===== config.mk =====
export PLATFORM = sky130hd
export DESIGN_NAME = ght_ctrl
export DESIGN_NICKNAME = d
export VERILOG_FILES = /design/src/sv/generational_handle_table_defines.svh /design/src/sv/ght_pkg.sv /design/src/sv/ght_ctrl.sv
export SDC_FILE = /design/constraint.sdc
export NUM_CORES = 1
export LEC_CHECK = 0
export BUFFER_PORTS_ARGS = -buffer_cell sky130_fd_sc_hd__buf_2
export CORE_AREA = 4 4 41 43
export DETAILED_ROUTE_END_ITERATION = 6
export DIE_AREA = 0 0 45 47
export GPL_ROUTABILITY_DRIVEN = 0
export PLACE_DENSITY = 0.34
export SKIP_CTS_REPAIR_TIMING = 1
export SYNTH_ARGS = -nofsm -noshare
export SYNTH_HDL_FRONTEND = slang
export SYNTH_SLANG_ARGS = --single-unit

===== constraint.sdc =====
create_clock -name clock -period 1.1 [get_ports clock]
set_clock_uncertainty 0.05 [all_clocks]
set_input_delay 0.22 -clock clock [delete_from_list [all_inputs] [get_ports clock]]
set_output_delay 0.22 -clock clock [all_outputs]
set_load 0.01 [all_outputs]

===== src/sv/generational_handle_table_defines.svh =====
// Assertion macros used by the handle table datapath.
`ifndef GENERATIONAL_HANDLE_TABLE_DEFINES_SVH
`define GENERATIONAL_HANDLE_TABLE_DEFINES_SVH

// Condition that must hold at every clock edge outside reset.
`define GHT_ASSERT_ALWAYS(label, clk, rst, cond, msg) \
   label: assert property (@(posedge clk) disable iff (rst) (cond)) else $error(msg);

// Consequent that must hold in the same cycle as the antecedent.
`define GHT_ASSERT_IMPLY(label, clk, rst, ante, cons, msg) \
   label: assert property (@(posedge clk) disable iff (rst) (ante) |-> (cons)) else $error(msg);

`endif


===== src/sv/ght_pkg.sv =====
package ght_pkg;

   localparam int REQ_TYPE_W = 2;
   localparam int HANDLE_IDX_W = 8;
   localparam int HANDLE_GEN_W = 16;
   localparam int IDENT_W = 32;
   localparam int STATUS_W = 2;
   localparam int LIVE_W = 9;

   // Request codes. Code three is treated as a lookup.
   localparam logic [REQ_TYPE_W-1:0] REQ_ALLOC = 2'd0;
   localparam logic [REQ_TYPE_W-1:0] REQ_FREE = 2'd1;
   localparam logic [REQ_TYPE_W-1:0] REQ_LOOKUP = 2'd2;

   // Result status codes.
   localparam logic [STATUS_W-1:0] ST_OK = 2'd0;
   localparam logic [STATUS_W-1:0] ST_FULL = 2'd1;
   localparam logic [STATUS_W-1:0] ST_STALE = 2'd2;

   typedef struct packed {
      logic [REQ_TYPE_W-1:0] req_type;
      logic [HANDLE_IDX_W-1:0] handle_index;
      logic [HANDLE_GEN_W-1:0] handle_generation;
      logic [IDENT_W-1:0] body_ident;
   } ght_req_type;

   typedef struct packed {
      logic [STATUS_W-1:0] status;
      logic [HANDLE_IDX_W-1:0] out_index;
      logic [HANDLE_GEN_W-1:0] out_generation;
      logic [IDENT_W-1:0] stored_ident;
      logic [LIVE_W-1:0] live_count;
   } ght_rsp_type;

   // Controller to datapath.
   typedef struct packed {
      logic load_req;
      logic look;
      logic commit;
   } ght_cmd_type;

   // Datapath to controller.
   typedef struct packed {
      logic rsp_full;
   } ght_stat_type;

endpackage


===== src/sv/ght_ctrl.sv =====
module ght_ctrl
   import ght_pkg::*;
(
   input  logic         clock,
   input  logic         reset,
   input  logic         req_valid,
   output logic         req_ready,
   input  logic         rsp_ready,
   input  ght_stat_type stat,
   output ght_cmd_type  cmd
);

   localparam logic [1:0] ST_IDLE = 2'd0;
   localparam logic [1:0] ST_LOOK = 2'd1;
   localparam logic [1:0] ST_EXEC = 2'd2;

   logic [1:0] state_ff;
   logic [1:0] state_in;
   logic       exec_done;

   // The update may retire only when the result register can take it.
   assign exec_done = !stat.rsp_full || rsp_ready;

   always_comb begin
      cmd.commit = (state_ff == ST_EXEC) && exec_done;
      cmd.look = (state_ff == ST_LOOK);
      req_ready = (state_ff == ST_IDLE) || cmd.commit;
      cmd.load_req = req_valid && req_ready;
   end

   always_comb begin
      state_in = state_ff;
      case (state_ff)
         ST_IDLE: begin
            if (cmd.load_req) begin
               state_in = ST_LOOK;
            end
         end
         ST_LOOK: begin
            state_in = ST_EXEC;
         end
         ST_EXEC: begin
            if (cmd.commit) begin
               state_in = cmd.load_req ? ST_LOOK : ST_IDLE;
            end
         end
         default: begin
            state_in = ST_IDLE;
         end
      endcase
   end

   always_ff @(posedge clock) begin
      if (reset) begin
         state_ff <= ST_IDLE;
      end else begin
         state_ff <= state_in;
      end
   end

endmodule


# Word-level counts from Yosys, hierarchy flattened
# Cells that the tools add are included.
totals:
  wordCells: 16
  reg_bits: 2
  output_inout_bits: 4
classes:
  muxes: 4
  eq_ne: 4
  reduce_logical: 7
ops:
  columns: ["op", "count"]
  rows:
  - ["case mux 2 bit (3 select lines)", 1]
  - ["2-to-1 mux 2 bit", 2]
  - ["!= test 2 bit (second input constant)", 2]
  - ["equality test 2 x 1 -> 1 bit (second input constant)", 1]
  - ["equality test 2 bit (second input constant)", 1]
  - ["logical AND 1 bit", 2]
  - ["logical NOT 2 bit", 1]
  - ["logical OR 1 bit", 2]
  - ["AND reduction 2 bit", 1]
  - ["logical NOT 1 bit", 1]
  - ["2-to-1 mux 1 bit", 1]

# Logic depth before layout (Yosys ltp)
depth:
  ltp_word: 8
  mapped_depth: 2
  mapped_depth_nobuf: 2

# Least setup slack after synthesis
# Ideal clock, no wire load.
synth_timing:
  path_kind: "reg-to-output"
  from: "register state_ff[1]"
  to: "output port cmd[0] (netlist bit)"
  n_path_buf: 0
  setup_slack_ps: 131
  arrival_ps: 699
  path_stages_with_launch: 2
  path_cell_list: "dfxtp_1 nor3b_1"
synth_rtl:
  columns: ["element", "line", "text"]
  rows:
  - ["start, declared", "ght_ctrl.sv:17", "logic [1:0] state_ff;"]
  - ["start signal, assigned", "ght_ctrl.sv:57", "state_ff <= state_in;"]
  - ["end, declared", "ght_ctrl.sv:10", "output ght_cmd_type cmd"]

==> results.json <==
{
  "grt_overflow": 0,
  "start_util": 0.0952,
  "grt_setup_unrepaired": "true",
  "finalHoldViolCount": 0,
  "drt_iter0_drc": 4,
  "largest_register_ffs": 2,
  "power_frac_seq": 0.268,
  "syn-mean-instance-area_um2": 8.85,
  "cp_data_required_time_ns": 0.83,
  "layout_min_cycle_time_ns": 1.21,
  "r2r_end": "state_ff[1]$_SDFFE_PP0P_",
  "routed_via_density": 3.49,
  "drive_gt1_frac": 0.808,
  "fmax_mhz": 826,
  "totalWireLength_um": 392,
  "top_regs": "state_ff (2)",
  "antenna_found_initial": 0,
  "top_register": "state_ff",
  "die_area_um2": 2120,
  "synth_nets": 19,
  "holdCritStartpoint": "reset",
  "die_h_um": 47,
  "cts_sinks": 2,
  "grt_use_total": 0.0465,
  "synth-seq-cells": 2,
  "setup_slack_ns": -0.111,
  "syn_area_um2": 124,
  "critical_path_class": "flip-flop to primary output",
  "p_sw_mw": 0.0719,
  "hp-class": "input port to flip-flop",
  "pwr-share-comb": 0.186,
  "diodes": 0,
  "ys_warn_count": 0,
  "vias": 143,
  "first_pass_iters": 2,
  "mostFrequentLayoutCell": "buf_2",
  "p_int_mw": 0.231,
  "ios": 9,
  "drtAntennaViolNets": 0,
  "cp.arrival_ns": 0.94,
  "relSlewSlack": 0.904,
  "power.leakage_nw": 0.115,
  "pwr-share-clk": 0.545,
  "numPortBuffers": 8,
  "status": "finished with violations",
  "start_kind": "flip-flop",
  "cts_buffer_depth": 2,
  "clk_latency_ns": 0.22,
  "violations": "negative setup slack",
  "swShare": 0.238,
  "dieWidth_um": 45,
  "clockRootBuffer": "clkbuf_4",
  "cts_buffers": 3,
  "post-place-ws_ns": 0.0226,
  "power_density_nw_per_um2": 1270,
  "drc": 0,
  "ys_seq_area_frac": 0.323,
  "syn_to_final_growth_pct": 92.9,
  "drv_slew": 0,
  "vdd_drop_max_uv": 361,
  "hold_end": "state_ff[0]$_SDFFE_PP0P_",
  "rows": 13,
  "grt_max_degree": 6,
  "holdWs_ns": 0.132,
  "r2r_cells": 2,
  "core_um2": 1300,
  "tightest_slew_ns": 0.143,
  "layout.cells.most_common_list": "7 x buf_2, 3 x clkbuf_4, 2 x nor2_1, 2 x buf_4",
  "endpoint_kind": "primary output",
  "synth.distinct_cells": 11,
  "setup_violations": 4,
  "nets": 33,
  "clk_pin_slew_ns": 0.03,
  "grt_pass1_vias": 147,
  "maxCapViolCount": 0,
  "path_max_fanout": 4,
  "regToRegSetupSlack_ns": 0.21,
  "ctsHtreeMaxLevel": 1,
  "wl_per_cell_um": 9.56,
  "hold_path_depth": 2,
  "synth_cells": 14,
  "fin_crit_sh": 1.10,
  "reg2reg_from": "state_ff[0]$_SDFFE_PP0P_",
  "grt_pass1_wl_um": 579,
  "cts_tree": "done",
  "fillers": 156
}
[power by group through the flow]
stage | logic (mW) | registers (mW) | clock network [mW]
after global routing | 0.0624 | 0.0817 | 0.179
after CTS | 0.0413 | 0.0818 | 0.178
after floorplan | 0.0254 | 0.0817 | 0
final | 0.0564 | 0.0812 | 0.165
after detailed placement | 0.0411 | 0.0826 | 0
after global placement | 0.0403 | 0.0823 | 0
[layout make-up]
class                           count  area, µm²  area share
Sequential cell                     2       45.0       0.188
Multi-Input combinational cell     10       87.6       0.366
Inverter                            1       3.75      0.0157
Timing Repair Buffer               10       61.3       0.257
Clock buffer                        3       22.5      0.0942
Tap cell                           15       18.8      0.0785
[synth_stat cells, drive strengths merged]
master,instances,area share
inv,1,0.030
nand2b,1,0.051
nor2b,2,0.16
nor3b,1,0.061
and3b,1,0.10
nor2,3,0.091
dfxtp,2,0.32
nor3,1,0.040
buf,1,0.061
a22o,1,0.081
[cell families after synthesis]
family	count (synthesis)	share of synthesized area
simple gates	9	0.505
flops	2	0.323
buf+inv	2	0.0909
compound gates	1	0.0808
[worst max-delay path by stage]
| stage | startpoint | endpoint | slack, ns | cells after the start |
|---|---|---|---|---|
| floorplan | state_ff[1]$_SDFFE_PP0P_ | cmd[0] | 0.13 | 1 |
| global placement | rsp_ready | cmd[2] | 0.03 | 4 |
| detailed placement | rsp_ready | cmd[2] | 0.02 | 4 |
| CTS | state_ff[1]$_SDFFE_PP0P_ | cmd[2] | -0.19 | 3 |
| global route | state_ff[1]$_SDFFE_PP0P_ | cmd[2] | -0.15 | 3 |
| finish | state_ff[1]$_SDFFE_PP0P_ | cmd[2] | -0.11 | 3 |
[worst max-delay path: stages (launching register included)]
cell and delay (ns):
dfxtp_2 0.32, and3b_4 0.22, nor2_1 0.04, buf_2 0.13
[metal layers]
layer / vias to the layer above / GRT usage / share of wire
li1: 71 / - / -
met1: 59 / 0.0475 / 0.47
met2: 11 / 0.0508 / 0.34
met3: 2 / 0.0192 / 0.15
met4: 0 / 0.0877 / 0.038
met5: - / 0 / 0
[per-stage QoR]
| stage | utilization | TNS, ns | power (mW) | cell area (µm²) | std cells |
|---|---|---|---|---|---|
| 2_1_floorplan | - | 0 | 0.107 | 124 | 14 |
| 3_3_place_gp | 0.135 | 0 | 0.123 | 175 | 36 |
| 3_5_place_dp | 0.135 | 0 | 0.124 | 175 | 36 |
| 4_1_cts | 0.152 | -0.627 | 0.301 | 198 | 39 |
| 5_1_grt | 0.184 | -0.490 | 0.323 | 239 | 41 |
| 6_report | 0.184 | -0.309 | 0.303 | 239 | 41 |
No activity file was read; power rests on OpenSTA's default activity.
